**src/sv/pcs_pkg.sv**
```systemverilog
// shared types and constants for the polygon half-plane clip stage
`default_nettype none
package pcs_pkg;

  localparam int CoordW = 16;
  localparam int CoefW  = 17;
  localparam int ConstW = 34;
  localparam int CountW = 9;
  localparam int DeltaW = 17;
  localparam int LineW  = 37;
  localparam int DenW   = 36;
  localparam int ProdW  = 54;
  localparam int QuotW  = 17;
  localparam int CfgIdxW = 2;

  localparam logic [CountW-1:0] CountCap = 9'd256;

  localparam logic [CfgIdxW-1:0] CFG_COEF_A = 2'd0;
  localparam logic [CfgIdxW-1:0] CFG_COEF_B = 2'd1;
  localparam logic [CfgIdxW-1:0] CFG_COEF_C = 2'd2;

  typedef enum logic [3:0] {
    MUL_NONE, MUL_AX1, MUL_BY1, MUL_AX2, MUL_BY2, MUL_ADX, MUL_BDY, MUL_SDX, MUL_SDY
  } mul_sel_t;

  typedef enum logic [2:0] {
    ACC_NONE, ACC_C_P, ACC_P, ACC_S1, ACC_S2, ACC_DEN
  } acc_op_t;

  typedef enum logic {
    PROD_END, PROD_ISECT
  } prod_sel_t;

  typedef struct packed {
    logic      load;
    logic      edge_sel;
    mul_sel_t  mul_sel;
    acc_op_t   acc_op;
    logic      div_start;
    logic      isect_x_en;
    logic      isect_y_en;
    logic      produce;
    prod_sel_t prod_sel;
    logic      flush;
  } cmd_t;

  typedef struct packed {
    logic have_first;
    logic fin;
    logic s1_neg;
    logic s2_neg;
    logic den_zero;
    logic div_done;
    logic out_free;
  } status_t;

endpackage
`default_nettype wire

```
**src/sv/pcs_div.sv**
```systemverilog
// iterative restoring divider, one quotient bit per cycle, truncating signed result
`default_nettype none
module pcs_div (
  input  wire logic                                  clk,
  input  wire logic                                  rst_n,
  input  wire logic                                  start,
  input  wire logic signed [pcs_pkg::ProdW-1:0]      num,
  input  wire logic signed [pcs_pkg::DenW-1:0]       den,
  output logic                                       done,
  output logic signed [pcs_pkg::QuotW:0]             quot
);

  localparam int PW = pcs_pkg::ProdW;
  localparam int DW = pcs_pkg::DenW;
  localparam int QW = pcs_pkg::QuotW;
  localparam int RW = PW - QW;
  localparam int CW = $clog2(QW);

  logic [RW-1:0] rem_r, rem_nxt;
  logic [QW-1:0] qacc_r, qacc_nxt;
  logic [DW-1:0] dm_r;
  logic          neg_r;
  logic          busy_r, busy_nxt;
  logic          done_r, done_nxt;
  logic [CW-1:0] cnt_r, cnt_nxt;
  logic [PW-1:0] nm;
  logic [RW:0]   trial;
  logic [RW:0]   diff;

  assign nm    = num[PW-1] ? PW'(-num) : PW'(num);
  assign trial = {rem_r, qacc_r[QW-1]};
  assign diff  = trial - (RW+1)'(dm_r);

  always_comb begin
    rem_nxt  = rem_r;
    qacc_nxt = qacc_r;
    busy_nxt = busy_r;
    cnt_nxt  = cnt_r;
    done_nxt = 1'b0;
    if (start) begin
      rem_nxt  = nm[PW-1:QW];
      qacc_nxt = nm[QW-1:0];
      busy_nxt = 1'b1;
      cnt_nxt  = '0;
    end else if (busy_r) begin
      if (!diff[RW]) begin
        rem_nxt  = diff[RW-1:0];
        qacc_nxt = {qacc_r[QW-2:0], 1'b1};
      end else begin
        rem_nxt  = trial[RW-1:0];
        qacc_nxt = {qacc_r[QW-2:0], 1'b0};
      end
      cnt_nxt = cnt_r + 1'b1;
      if (cnt_r == CW'(QW - 1)) begin
        busy_nxt = 1'b0;
        done_nxt = 1'b1;
      end
    end
  end

  always_ff @(posedge clk) begin
    rem_r  <= rem_nxt;
    qacc_r <= qacc_nxt;
    cnt_r  <= cnt_nxt;
    if (start) begin
      dm_r  <= den[DW-1] ? DW'(-den) : DW'(den);
      neg_r <= num[PW-1] ^ den[DW-1];
    end
    if (!rst_n) begin
      busy_r <= 1'b0;
      done_r <= 1'b0;
    end else begin
      busy_r <= busy_nxt;
      done_r <= done_nxt;
    end
  end

  assign done = done_r;
  assign quot = neg_r ? -$signed({1'b0, qacc_r}) : $signed({1'b0, qacc_r});

endmodule
`default_nettype wire

```
**src/sv/pcs_dp.sv**
```systemverilog
// datapath: coefficients, vertex store, shared multiplier, accumulator, divider, result registers
`default_nettype none
module pcs_dp (
  input  wire logic                                   clk,
  input  wire logic                                   rst_n,
  input  wire logic                                   cfg_we,
  input  wire logic [pcs_pkg::CfgIdxW-1:0]            cfg_index,
  input  wire logic [pcs_pkg::ConstW-1:0]             cfg_data,
  input  wire logic signed [pcs_pkg::CoordW-1:0]      in_vertex_x,
  input  wire logic signed [pcs_pkg::CoordW-1:0]      in_vertex_y,
  input  wire logic                                   in_final_vertex,
  input  wire pcs_pkg::cmd_t                          cmd,
  output pcs_pkg::status_t                            status,
  output logic                                        out_valid,
  input  wire logic                                   out_ready,
  output logic signed [pcs_pkg::CoordW-1:0]           out_x,
  output logic signed [pcs_pkg::CoordW-1:0]           out_y,
  output logic                                        out_vertex_valid,
  output logic                                        out_end_of_polygon,
  output logic [pcs_pkg::CountW-1:0]                  out_vertex_count
);

  localparam int XW = pcs_pkg::CoordW;
  localparam int AW = pcs_pkg::CoefW;
  localparam int DW = pcs_pkg::DeltaW;
  localparam int LW = pcs_pkg::LineW;
  localparam int NW = pcs_pkg::DenW;
  localparam int PW = pcs_pkg::ProdW;
  localparam int QW = pcs_pkg::QuotW;
  localparam int KW = pcs_pkg::CountW;

  logic signed [AW-1:0] coef_a_r, coef_b_r;
  logic signed [pcs_pkg::ConstW-1:0] coef_c_r;

  logic signed [XW-1:0] first_x_r, first_y_r, prev_x_r, prev_y_r, cur_x_r, cur_y_r;
  logic                 have_first_r, fin_r;
  logic [KW-1:0]        count_r;

  logic signed [PW-1:0] prod_r, acc_r;
  logic signed [LW-1:0] s1_r, s2_r;
  logic signed [NW-1:0] den_r;
  logic signed [DW-1:0] dx_r, dy_r;
  logic signed [XW-1:0] ix_r, iy_r;

  logic                 pend_r;
  logic signed [XW-1:0] pend_x_r, pend_y_r;
  logic [KW-1:0]        pend_cnt_r;

  logic                 out_valid_r;
  logic signed [XW-1:0] out_x_r, out_y_r;
  logic                 out_vv_r, out_eop_r;
  logic [KW-1:0]        out_cnt_r;

  logic signed [XW-1:0] x1, y1, x2, y2;
  logic signed [LW-1:0] op_a;
  logic signed [DW-1:0] op_b;
  logic signed [PW-1:0] sum_p;
  logic                 div_done;
  logic signed [QW:0]   quot;
  logic signed [QW+1:0] isect;
  logic signed [XW-1:0] isect_clamped;
  logic signed [XW-1:0] base;
  logic [KW-1:0]        count_inc;
  logic                 out_free;

  assign x1 = cmd.edge_sel ? cur_x_r   : prev_x_r;
  assign y1 = cmd.edge_sel ? cur_y_r   : prev_y_r;
  assign x2 = cmd.edge_sel ? first_x_r : cur_x_r;
  assign y2 = cmd.edge_sel ? first_y_r : cur_y_r;

  // operand selection for the one shared multiplier
  always_comb begin
    case (cmd.mul_sel)
      pcs_pkg::MUL_AX1: begin op_a = LW'(coef_a_r); op_b = DW'(x1); end
      pcs_pkg::MUL_BY1: begin op_a = LW'(coef_b_r); op_b = DW'(y1); end
      pcs_pkg::MUL_AX2: begin op_a = LW'(coef_a_r); op_b = DW'(x2); end
      pcs_pkg::MUL_BY2: begin op_a = LW'(coef_b_r); op_b = DW'(y2); end
      pcs_pkg::MUL_ADX: begin op_a = LW'(coef_a_r); op_b = dx_r; end
      pcs_pkg::MUL_BDY: begin op_a = LW'(coef_b_r); op_b = dy_r; end
      pcs_pkg::MUL_SDX: begin op_a = s1_r; op_b = dx_r; end
      pcs_pkg::MUL_SDY: begin op_a = s1_r; op_b = dy_r; end
      default:          begin op_a = '0; op_b = '0; end
    endcase
  end

  assign sum_p = acc_r + prod_r;

  pcs_div u_div (
    .clk   (clk),
    .rst_n (rst_n),
    .start (cmd.div_start),
    .num   (prod_r),
    .den   (den_r),
    .done  (div_done),
    .quot  (quot)
  );

  // intersection is start point minus the truncated quotient, clamped as a guard
  assign base  = cmd.isect_x_en ? x1 : y1;
  assign isect = (QW+2)'(base) - (QW+2)'(quot);
  always_comb begin
    if (isect > (QW+2)'(32767))
      isect_clamped = XW'(32767);
    else if (isect < -(QW+2)'(32768))
      isect_clamped = -XW'(32768);
    else
      isect_clamped = isect[XW-1:0];
  end

  assign count_inc = (count_r < pcs_pkg::CountCap) ? count_r + 1'b1 : count_r;
  assign out_free  = !out_valid_r || out_ready;

  always_ff @(posedge clk) begin
    if (cfg_we) begin
      case (cfg_index)
        pcs_pkg::CFG_COEF_A: coef_a_r <= cfg_data[AW-1:0];
        pcs_pkg::CFG_COEF_B: coef_b_r <= cfg_data[AW-1:0];
        pcs_pkg::CFG_COEF_C: coef_c_r <= cfg_data;
        default: ;
      endcase
    end

    if (cmd.mul_sel != pcs_pkg::MUL_NONE)
      prod_r <= PW'(op_a) * PW'(op_b);

    case (cmd.acc_op)
      pcs_pkg::ACC_C_P: acc_r <= PW'(coef_c_r) + prod_r;
      pcs_pkg::ACC_P:   acc_r <= prod_r;
      pcs_pkg::ACC_S1:  s1_r  <= sum_p[LW-1:0];
      pcs_pkg::ACC_S2: begin
        s2_r <= sum_p[LW-1:0];
        dx_r <= DW'(x2) - DW'(x1);
        dy_r <= DW'(y2) - DW'(y1);
      end
      pcs_pkg::ACC_DEN: den_r <= sum_p[NW-1:0];
      default: ;
    endcase

    if (cmd.isect_x_en) ix_r <= isect_clamped;
    if (cmd.isect_y_en) iy_r <= isect_clamped;

    if (cmd.load) begin
      cur_x_r <= in_vertex_x;
      cur_y_r <= in_vertex_y;
      fin_r   <= in_final_vertex;
      if (!have_first_r) begin
        first_x_r <= in_vertex_x;
        first_y_r <= in_vertex_y;
        prev_x_r  <= in_vertex_x;
        prev_y_r  <= in_vertex_y;
      end
    end

    // the newest result waits in pend so the last one of a polygon can carry the end flag
    if (cmd.produce) begin
      pend_x_r   <= (cmd.prod_sel == pcs_pkg::PROD_ISECT) ? ix_r : x2;
      pend_y_r   <= (cmd.prod_sel == pcs_pkg::PROD_ISECT) ? iy_r : y2;
      pend_cnt_r <= count_inc;
    end

    if ((cmd.produce && pend_r) || (cmd.flush && (pend_r || fin_r))) begin
      out_x_r   <= pend_r ? pend_x_r : '0;
      out_y_r   <= pend_r ? pend_y_r : '0;
      out_vv_r  <= pend_r;
      out_eop_r <= cmd.flush && fin_r;
      out_cnt_r <= pend_r ? pend_cnt_r : count_r;
    end

    if (cmd.flush) begin
      prev_x_r <= fin_r ? '0 : cur_x_r;
      prev_y_r <= fin_r ? '0 : cur_y_r;
      if (fin_r) begin
        first_x_r <= '0;
        first_y_r <= '0;
      end
    end

    if (!rst_n) begin
      coef_a_r     <= '0;
      coef_b_r     <= '0;
      coef_c_r     <= '0;
      first_x_r    <= '0;
      first_y_r    <= '0;
      prev_x_r     <= '0;
      prev_y_r     <= '0;
      have_first_r <= 1'b0;
      count_r      <= '0;
      pend_r       <= 1'b0;
      out_valid_r  <= 1'b0;
    end else begin
      if (cmd.load)
        have_first_r <= 1'b1;
      else if (cmd.flush && fin_r)
        have_first_r <= 1'b0;

      if (cmd.produce)
        count_r <= count_inc;
      else if (cmd.flush && fin_r)
        count_r <= '0;

      if (cmd.produce)
        pend_r <= 1'b1;
      else if (cmd.flush)
        pend_r <= 1'b0;

      if ((cmd.produce && pend_r) || (cmd.flush && (pend_r || fin_r)))
        out_valid_r <= 1'b1;
      else if (out_ready)
        out_valid_r <= 1'b0;
    end
  end

  assign status.have_first = have_first_r;
  assign status.fin        = fin_r;
  assign status.s1_neg     = s1_r[LW-1];
  assign status.s2_neg     = s2_r[LW-1];
  assign status.den_zero   = (den_r == '0);
  assign status.div_done   = div_done;
  assign status.out_free   = out_free;

  assign out_valid          = out_valid_r;
  assign out_x              = out_x_r;
  assign out_y              = out_y_r;
  assign out_vertex_valid   = out_vv_r;
  assign out_end_of_polygon = out_eop_r;
  assign out_vertex_count   = out_cnt_r;

endmodule
`default_nettype wire

```
**src/sv/pcs_ctrl.sv**
```systemverilog
// controller: sequences the line values, crossing, division and result transfers per edge
`default_nettype none
module pcs_ctrl (
  input  wire logic             clk,
  input  wire logic             rst_n,
  input  wire logic             in_valid,
  output logic                  in_ready,
  input  wire logic             in_final_vertex,
  input  wire pcs_pkg::status_t status,
  output pcs_pkg::cmd_t         cmd
);

  typedef enum logic [3:0] {
    ST_IDLE, ST_E0, ST_E1, ST_E2, ST_E3, ST_E4, ST_E5, ST_E6, ST_E7, ST_E8,
    ST_DIVX, ST_DIVY, ST_EMIT_I, ST_EMIT_E, ST_FLUSH
  } state_t;

  state_t state_r, state_nxt;
  logic   edge_sel_r, edge_sel_nxt;
  logic   accept;

  assign in_ready = (state_r == ST_IDLE);
  assign accept   = in_valid && in_ready;

  always_comb begin
    cmd           = '0;
    cmd.mul_sel   = pcs_pkg::MUL_NONE;
    cmd.acc_op    = pcs_pkg::ACC_NONE;
    cmd.prod_sel  = pcs_pkg::PROD_END;
    cmd.edge_sel  = edge_sel_r;
    state_nxt     = state_r;
    edge_sel_nxt  = edge_sel_r;

    case (state_r)
      ST_IDLE: begin
        if (accept) begin
          cmd.load = 1'b1;
          if (status.have_first) begin
            edge_sel_nxt = 1'b0;
            state_nxt    = ST_E0;
          end else if (in_final_vertex) begin
            edge_sel_nxt = 1'b1;
            state_nxt    = ST_E0;
          end
        end
      end
      ST_E0: begin
        cmd.mul_sel = pcs_pkg::MUL_AX1;
        state_nxt   = ST_E1;
      end
      ST_E1: begin
        cmd.mul_sel = pcs_pkg::MUL_BY1;
        cmd.acc_op  = pcs_pkg::ACC_C_P;
        state_nxt   = ST_E2;
      end
      ST_E2: begin
        cmd.mul_sel = pcs_pkg::MUL_AX2;
        cmd.acc_op  = pcs_pkg::ACC_S1;
        state_nxt   = ST_E3;
      end
      ST_E3: begin
        cmd.mul_sel = pcs_pkg::MUL_BY2;
        cmd.acc_op  = pcs_pkg::ACC_C_P;
        state_nxt   = ST_E4;
      end
      ST_E4: begin
        cmd.acc_op = pcs_pkg::ACC_S2;
        state_nxt  = ST_E5;
      end
      ST_E5: begin
        cmd.mul_sel = pcs_pkg::MUL_ADX;
        if (!status.s1_neg && !status.s2_neg)
          state_nxt = ST_FLUSH;
        else if (status.s1_neg && status.s2_neg)
          state_nxt = ST_EMIT_E;
        else
          state_nxt = ST_E6;
      end
      ST_E6: begin
        cmd.mul_sel = pcs_pkg::MUL_BDY;
        cmd.acc_op  = pcs_pkg::ACC_P;
        state_nxt   = ST_E7;
      end
      ST_E7: begin
        cmd.mul_sel = pcs_pkg::MUL_SDX;
        cmd.acc_op  = pcs_pkg::ACC_DEN;
        state_nxt   = ST_E8;
      end
      ST_E8: begin
        cmd.mul_sel = pcs_pkg::MUL_SDY;
        if (status.den_zero) begin
          state_nxt = ST_FLUSH;
        end else begin
          cmd.div_start = 1'b1;
          state_nxt     = ST_DIVX;
        end
      end
      ST_DIVX: begin
        if (status.div_done) begin
          cmd.isect_x_en = 1'b1;
          cmd.div_start  = 1'b1;
          state_nxt      = ST_DIVY;
        end
      end
      ST_DIVY: begin
        if (status.div_done) begin
          cmd.isect_y_en = 1'b1;
          state_nxt      = ST_EMIT_I;
        end
      end
      ST_EMIT_I: begin
        if (status.out_free) begin
          cmd.produce  = 1'b1;
          cmd.prod_sel = pcs_pkg::PROD_ISECT;
          state_nxt    = status.s1_neg ? ST_FLUSH : ST_EMIT_E;
        end
      end
      ST_EMIT_E: begin
        if (status.out_free) begin
          cmd.produce  = 1'b1;
          cmd.prod_sel = pcs_pkg::PROD_END;
          state_nxt    = ST_FLUSH;
        end
      end
      ST_FLUSH: begin
        // the closing edge back to the first vertex follows the regular one
        if (!edge_sel_r && status.fin) begin
          edge_sel_nxt = 1'b1;
          state_nxt    = ST_E0;
        end else if (status.out_free) begin
          cmd.flush = 1'b1;
          state_nxt = ST_IDLE;
        end
      end
      default: state_nxt = ST_IDLE;
    endcase
  end

  always_ff @(posedge clk) begin
    if (!rst_n) begin
      state_r    <= ST_IDLE;
      edge_sel_r <= 1'b0;
    end else begin
      state_r    <= state_nxt;
      edge_sel_r <= edge_sel_nxt;
    end
  end

endmodule
`default_nettype wire

```
**src/sv/polygon_halfplane_clip_stage.sv**
```systemverilog
// top level of the streaming polygon half-plane clip stage
//
// One vertex is taken at a time and clipped against coef_a*x + coef_b*y + coef_c < 0.
// Each edge first finds both line values. A crossing edge then forms the
// denominator and runs two divisions on the shared restoring divider. Each result
// waits for a free output register. A vertex after the first closes one edge, and the
// final vertex of a longer polygon closes two. Results of a final vertex carry
// end_of_polygon on the last one. A polygon with nothing inside gives one marker
// result.
`default_nettype none
module polygon_halfplane_clip_stage (
  input  wire logic                                clk,
  input  wire logic                                rst_n,
  input  wire logic                                cfg_we,
  input  wire logic [pcs_pkg::CfgIdxW-1:0]         cfg_index,
  input  wire logic [pcs_pkg::ConstW-1:0]          cfg_data,
  input  wire logic                                in_valid,
  output logic                                     in_ready,
  input  wire logic signed [pcs_pkg::CoordW-1:0]   in_vertex_x,
  input  wire logic signed [pcs_pkg::CoordW-1:0]   in_vertex_y,
  input  wire logic                                in_final_vertex,
  output logic                                     out_valid,
  input  wire logic                                out_ready,
  output logic signed [pcs_pkg::CoordW-1:0]        out_x,
  output logic signed [pcs_pkg::CoordW-1:0]        out_y,
  output logic                                     out_vertex_valid,
  output logic                                     out_end_of_polygon,
  output logic [pcs_pkg::CountW-1:0]               out_vertex_count
);

  pcs_pkg::cmd_t    cmd;
  pcs_pkg::status_t status;

  pcs_ctrl u_ctrl (
    .clk             (clk),
    .rst_n           (rst_n),
    .in_valid        (in_valid),
    .in_ready        (in_ready),
    .in_final_vertex (in_final_vertex),
    .status          (status),
    .cmd             (cmd)
  );

  pcs_dp u_dp (
    .clk                (clk),
    .rst_n              (rst_n),
    .cfg_we             (cfg_we),
    .cfg_index          (cfg_index),
    .cfg_data           (cfg_data),
    .in_vertex_x        (in_vertex_x),
    .in_vertex_y        (in_vertex_y),
    .in_final_vertex    (in_final_vertex),
    .cmd                (cmd),
    .status             (status),
    .out_valid          (out_valid),
    .out_ready          (out_ready),
    .out_x              (out_x),
    .out_y              (out_y),
    .out_vertex_valid   (out_vertex_valid),
    .out_end_of_polygon (out_end_of_polygon),
    .out_vertex_count   (out_vertex_count)
  );

endmodule
`default_nettype wire
```
**config.mk**
```make
export PLATFORM = sky130hd
export DESIGN_NAME = polygon_halfplane_clip_stage
export DESIGN_NICKNAME = d
export VERILOG_FILES = /design/src/sv/pcs_pkg.sv /design/src/sv/pcs_div.sv /design/src/sv/pcs_dp.sv /design/src/sv/pcs_ctrl.sv /design/src/sv/polygon_halfplane_clip_stage.sv
export SDC_FILE = /design/constraint.sdc
export NUM_CORES = 2
export LEC_CHECK = 0
export BUFFER_PORTS_ARGS = -buffer_cell sky130_fd_sc_hd__buf_2
export CORE_MARGIN = 5
export CORE_UTILIZATION = 38
export DETAILED_ROUTE_END_ITERATION = 8
export PLACE_DENSITY = 0.57
export SLEW_MARGIN = 20
export SYNTH_ARGS = -nofsm -noshare
export SYNTH_HDL_FRONTEND = slang
export SYNTH_SLANG_ARGS = --single-unit
```
**constraint.sdc**
```tcl
create_clock -name clk -period 11.1 [get_ports clk]
set_input_delay 0 -clock clk [delete_from_list [all_inputs] [get_ports clk]]
set_output_delay 0 -clock clk [all_outputs]
set_load 0.01 [all_outputs]
```
# == Yosys cells after proc, flatten, opt, wreduce, memory -nomap -nowiden ==
# Index checks and enable logic that the tools add are counted.
# word_totals
register_bits,631
input_bits,74
output_inout_bits,45
elab_cells,223
# classes
add_sub_neg,11
mul,1
magnitude_cmp,3
eq_ne,39
muxes,86
bitwise,3
reduce_logical,39
# ops
op,count
$mux 16,25
$mux 37,3
$pmux 37 s3,1
$pmux 17 s6,1
$pmux 37 s2,1
$pmux 4 s15,1
$mul 37x17->54,1
$mux 54,1
$neg 54->54,1
$mux 4,11
$sub 38x36->38,1
$add 34x37->37,1
$add 37x37->37,1
$logic_not 36->1,1
$mux 9,4
$neg 36->36,1
$mux 35,1
$mux 17,2
$sub 16x16->17,2
$eq 4x3->1 const B,8
$eq 4x4->1 const B,8
$pmux 4 s8,1
$mux 1,24
$gt 19x16->1 const B,1
38 further kinds,80

# == Longest topological paths before layout ==
# depth
depth_word,8
depth_mapped,34
mapped_depth_nobuf,32

# == Hierarchy ==
# A second synthesis with hierarchy kept.
# unflattened
hier_cells,5786
hier_area_um2,54997.7
# modules_own_cells
module,n_inst,cells_each,area_per_inst_um2,seq_area_each_um2
pcs_dp,1,4784,46191.8,13332.8
pcs_div,1,913,8200.4,2872.8
pcs_ctrl,1,89,605.6,100.1

# == Worst setup path after synthesis ==
# Ideal clock, no wire load.
# synth_path
path_type,register to register
startpoint,register u_ctrl.state_r[0]
endpoint,register u_dp.prod_r[53] (data pin)
setup_ns,0.260
t_arrival_ns,8.678
required_ns,10.840
setup_slack_ns,2.162
path_stages_with_launch,33
path_buffers,3
synth_period_minus_slack_ns,8.938
cell_sequence,dfxtp_1 > clkbuf_1 > xnor2_1 > a21oi_1 > nor2_1 > clkbuf_1 > nand2_1 > nand2_1 > clkbuf_1 > nand2_1 > fa_1 > inv_1 > fa_1 > inv_1 > fa_1 > inv_1 > fa_1 > fa_1 > inv_1 > fa_1 > inv_1 > ha_1 > o21a_1 > o21a_1 > o21ai_0 > nand2b_1 > or4b_2 > nand3b_1 > and3_1 > o31ai_1 > a221oi_1 > o21ai_1 > xnor2_1
# synth_between
elab_chain_len,6
elab_cells_between_ends,25
classes_between,mul (1); eq/ne (16); mux (3); reduce/logical (5)
# synth_rtl
item,line,rtl
"start, declared",pcs_ctrl.sv:18,"state_t state_r, state_nxt;"
"start signal, assigned",pcs_ctrl.sv:144,state_r <= state_nxt;
$eq 4x4->1 (tied with other cells),pcs_ctrl.sv:34,case (state_r)
$pmux 4 s8 *,pcs_ctrl.sv:34,
$eq 4x3->1 (tied with other cells),pcs_dp.sv:73,case (cmd.mul_sel)
$reduce_or 2->1 (no source line) or $reduce_or 3->1 (tied branches),-,
$pmux 17 s6 or $pmux 37 s3 (tied branches),pcs_dp.sv:73,
$mul 37x17->54 *,pcs_dp.sv:124,prod_r <= PW'(op_a) * PW'(op_b);
"end signal, assigned",pcs_dp.sv:124,
"end, declared",pcs_dp.sv:39,"logic signed [PW-1:0] prod_r, acc_r;"
# Mark *: on every way between the ends. The rest lies on a longest branch, timed or not.
# A chain may end at the register's enable or synchronous reset.

# == Final worst setup path ==
# layout_path
startpoint,register u_ctrl.state_r[2]
endpoint,register u_dp.prod_r[51] (data pin)
# Same word-level chain as after synthesis.

==> metrics.md <==
| Metric | Value |
|---|---|
| Via count | 41070 |
| DRC | 0 |
| Syn nets | ~6600 |
| Hold_buf cts | 74 |
| Buf/Inv on CP | 7 |
| Hold Crit Depth | 2 |
| Number of port buffers | 118 |
| Setup Fix Bufs, Post-CTS | 0 |
| Dominant cell type by area after synthesis | edfxtp_1 |
| Num Clock Sinks | between 500 and 600 |
| Layout cells sized above 1 | 7.258% |
| Gr ovfl total | 0 |
| Final cell count without fillers | about 7700 |
| Arrival time at the worst endpoint | 10280 ps |
| Antenna violations before repair | 3 |
| Relative slew slack | between 20 and 25% |
| Min-Delay Path Class | in -> reg |
| Worst Hold Launch | in_vertex_x[5] |
| Final min period | 9887 ps |
| Cell Rows | 137 |
| H-Tree Depth | 3 |
| WL final | 161400 um |
| Reg2Reg Setup Slack | 1210 ps |
| Actual slew at the worst max-slew pin | 1197 ps |
| Top Ports | around 120 |
| Unique masters post-synth | 86 |
| Startpoint Class | register |
| CP delay by family, top | adder cells |
| Synth top area share | 24.58% |
| CP most frequent cell | fa_1 |
| Drt first pass iters | 5 |
| Critical path required time | 11500 ps |
| Register area share after synthesis | 30.41% |
| Clk slew on worst S/H paths | around 60 ps |
| Total CTS buffers | 69 |
| Clock root buffer | clkbuf_16 |
| Post-cts resize count | 0 |
| Reg-to-reg endpoint | u_dp.prod_r[51]$_DFFE_PP_ |
| Longest Clk Path Bufs | 3 |
| Max-Cap Viols | 0 |
| Setup TNS | 0 ps |
| Hold Fails Final Rpt | 0 |
| Leak | about 26 nW |
| Die span in x | 385.7 um |
| Vias in the first global route | 41460 |
| DP HPWL | 125100 um |
| Ys async rst share | 0% |
| Placed cells | 7488 |
| Area of the die | 0.1487 sq mm |
| Final Max Tran Viols | 0 |
| Crit-path slowest cell | dfxtp_1 |
| Area Growth Syn to Fin | 11.14% |
| Setup slack after layout | 1213 ps |
| Dpl ws | around 1400 ps |
| Ys Warns | 0 |
| CTS tree | built |
| Gr usage total | 21.83% |
| Clk Latency, worst-skew pair | about 660 ps |
| Initial DRC Count | 3157 |
| Die Y | 385.7 um |
| Maximum operating frequency | 101.1 MHz |
| Maximum fanout along the worst path | 38 |
| Peak VDD IR | 0.1193 mV |
| CP peak stage delay | 840 ps |
| Min-Delay Endpoint | u_dp.cur_x_r[5]$_DFFE_PP_ |
| Critical path class | reg -> reg |
| Starting Density | 38.34% |
| Post-detailed-route wirelength per cell | 20.98 um |
| Fraction of the cycle the final worst path needs | around 90% |
| Run status | completed |
| Post-synthesis area per instance | between 9 and 10 sq um |
| GP Congestion | 0.9211 |
| Vias/cell | 5.339 |
| Clk_skew | 28.80 ps |
| R2R Path Start | u_ctrl.state_r[2]$_SDFFE_PN0P_ |
| EDFF count, synth | 439 |
| FF-to-FF path depth | 31 |
| Final net count | 6725 |
| P per Cell Area | 140.1 mW/mm^2 |
| Cells after Synth | 5649 |
| Main synth FF type | edfxtp_1 |
| First-pass GRT wire length | 250500 um |
| Synth area leaders | edfxtp_1 25%, fa_1 22%, ha_1 6.8% |
| Number of synthesized register bits | 595 |
| Hold_ws | 73.37 ps |
| Routed Antenna Nets | 0 |
| Largest net degree at the start of global routing | 78 |
| Final setup viols | 0 |
| Mapped Area | 0.05362 sq mm |
| Crit path depth | 31 |
| Endpoint class of the critical path | register |
| Core area | 0.1399 sq mm |
| Unrepaired setup endpoints after global routing | false |
kinds of logic (layout without fill, tap and decap cells):
family,Yosys count,count (layout),share of synthesized area [%]
DFF,595,595,30.41
other,0,2,0
and+or+nand+nor,1679,1679,13.57
xor gates and xnor gates,299,299,4.884
muxes,120,120,2.340
AOI/OAI and AO/OA,1063,1063,12.46
buffers and inverters,1000,1165,7.077
adders and majority gates,893,893,29.26
how the worst max path moves through the flow:
stage / start / to / slack, ps
2_1_floorplan: u_ctrl.state_r[0]$_SDFFE_PN0P_ / u_dp.prod_r[53]$_DFFE_PP_ / 2160
6_report: u_ctrl.state_r[2]$_SDFFE_PN0P_ / u_dp.prod_r[51]$_DFFE_PP_ / 1210
4_1_cts: u_ctrl.state_r[2]$_SDFFE_PN0P_ / u_dp.prod_r[51]$_DFFE_PP_ / 1260
3_3_place_gp: u_ctrl.state_r[2]$_SDFFE_PN0P_ / u_dp.prod_r[51]$_DFFE_PP_ / 1520
5_1_grt: u_ctrl.state_r[2]$_SDFFE_PN0P_ / u_dp.prod_r[51]$_DFFE_PP_ / 670
3_5_place_dp: u_ctrl.state_r[2]$_SDFFE_PN0P_ / u_dp.prod_r[51]$_DFFE_PP_ / 1360
metal layers:
layer / vias up / GRT usage [%] / share of wire [%]
li1: 18950 / - / -
met1: 20490 / 30.83 / 45
met2: 1390 / 34.84 / 45
met3: 232 / 3.645 / 7.3
met4: 2 / 5.947 / 2.8
met5: - / 0 / 0.0081
area by class of cell:
| class | count | area, sq um |
|---|---|---|
| Clock inverter | 37 | 365.4 |
| Multi-Input combinational cell | 4054 | 33760 |
| Clock buffer | 90 | 1931 |
| Sequential cell | 595 | 16310 |
| Tap cell | 1876 | 2347 |
| Timing Repair Buffer | 278 | 2021 |
| Fill cell | 13760 | 80280 |
| Antenna cell | 2 | 5.005 |
| Inverter | 760 | 2855 |
layout by cell type (no fill, tap or decap), types with 77 or more instances in the layout:
cell / Yosys / final
nand2_1: 762 / 762
inv_1: 757 / 755
fa_1: 602 / 602
nor2_1: 526 / 518
edfxtp_1: 439 / 439
a21oi_1: 403 / 403
ha_1: 291 / 291
xnor2_1: 201 / 201
o21ai_0: 188 / 187
dfxtp_1: 156 / 155
a21o_1: 126 / 126
buf_2: 7 / 118
xor2_1: 98 / 98
buf_4: 4 / 82
mux2i_1: 77 / 77
through the flow:
stage          area (sq um)  utilization [%]  total power [mW]
2_1_floorplan         53620                -             4.867
3_3_place_gp          56490            40.39             5.933
3_5_place_dp          56520            40.41             5.930
4_1_cts               59560            42.58             8.361
5_1_grt               59590            42.60             8.758
6_report              59600            42.61             8.349
synthesized netlist by cell type (12+ instances only):
cell	instances
nand2_1	762
inv_1	757
fa_1	602
nor2_1	526
edfxtp_1	439
a21oi_1	403
ha_1	291
clkbuf_1	206
xnor2_1	201
o21ai_0	188
dfxtp_1	156
a21o_1	126
xor2_1	98
mux2i_1	77
and2_1	58
nand3_1	57
nand2b_1	52
o31ai_1	48
mux2_2	43
nor2b_1	37
o21a_1	35
or3_1	35
a311oi_1	33
a31oi_1	30
nor3_1	28
and3_1	27
or2_2	24
buf_1	19
nand4_1	19
a221oi_1	18
a22oi_1	18
o221ai_1	17
o21bai_1	16
o211ai_1	15
o41ai_1	13
a211oi_1	12
a221o_1	12
flip-flops by register name, summed over array words and instances, names as in the netlist, 16 cells and up:
register and count:
u_dp.pend_x_r 16, u_dp.cur_y_r 16, u_dp.den_r 36, u_dp.prev_y_r 16, u_dp.u_div.qacc_r 17, u_dp.coef_a_r 17
u_dp.dy_r 17, u_dp.iy_r 16, u_dp.u_div.rem_r 37, u_dp.s1_r 37, u_dp.cur_x_r 16, u_dp.first_x_r 16
u_dp.coef_c_r 34, u_dp.ix_r 16, u_dp.prev_x_r 16, u_dp.dx_r 17, u_dp.out_x 16, u_dp.first_y_r 16
u_dp.u_div.dm_r 36, u_dp.out_y 16, u_dp.pend_y_r 16, u_dp.prod_r 54, u_dp.coef_b_r 17, u_dp.acc_r 37
power breakdown:
| part | switching [mW] | internal (mW) |
|---|---|---|
| clock | 0.997 | 1.36 |
| combinational | 1.96 | 1.07 |
| sequential | 0.225 | 2.74 |
| total | 3.18 | 5.17 |
(Power assumes the default switching activity.)
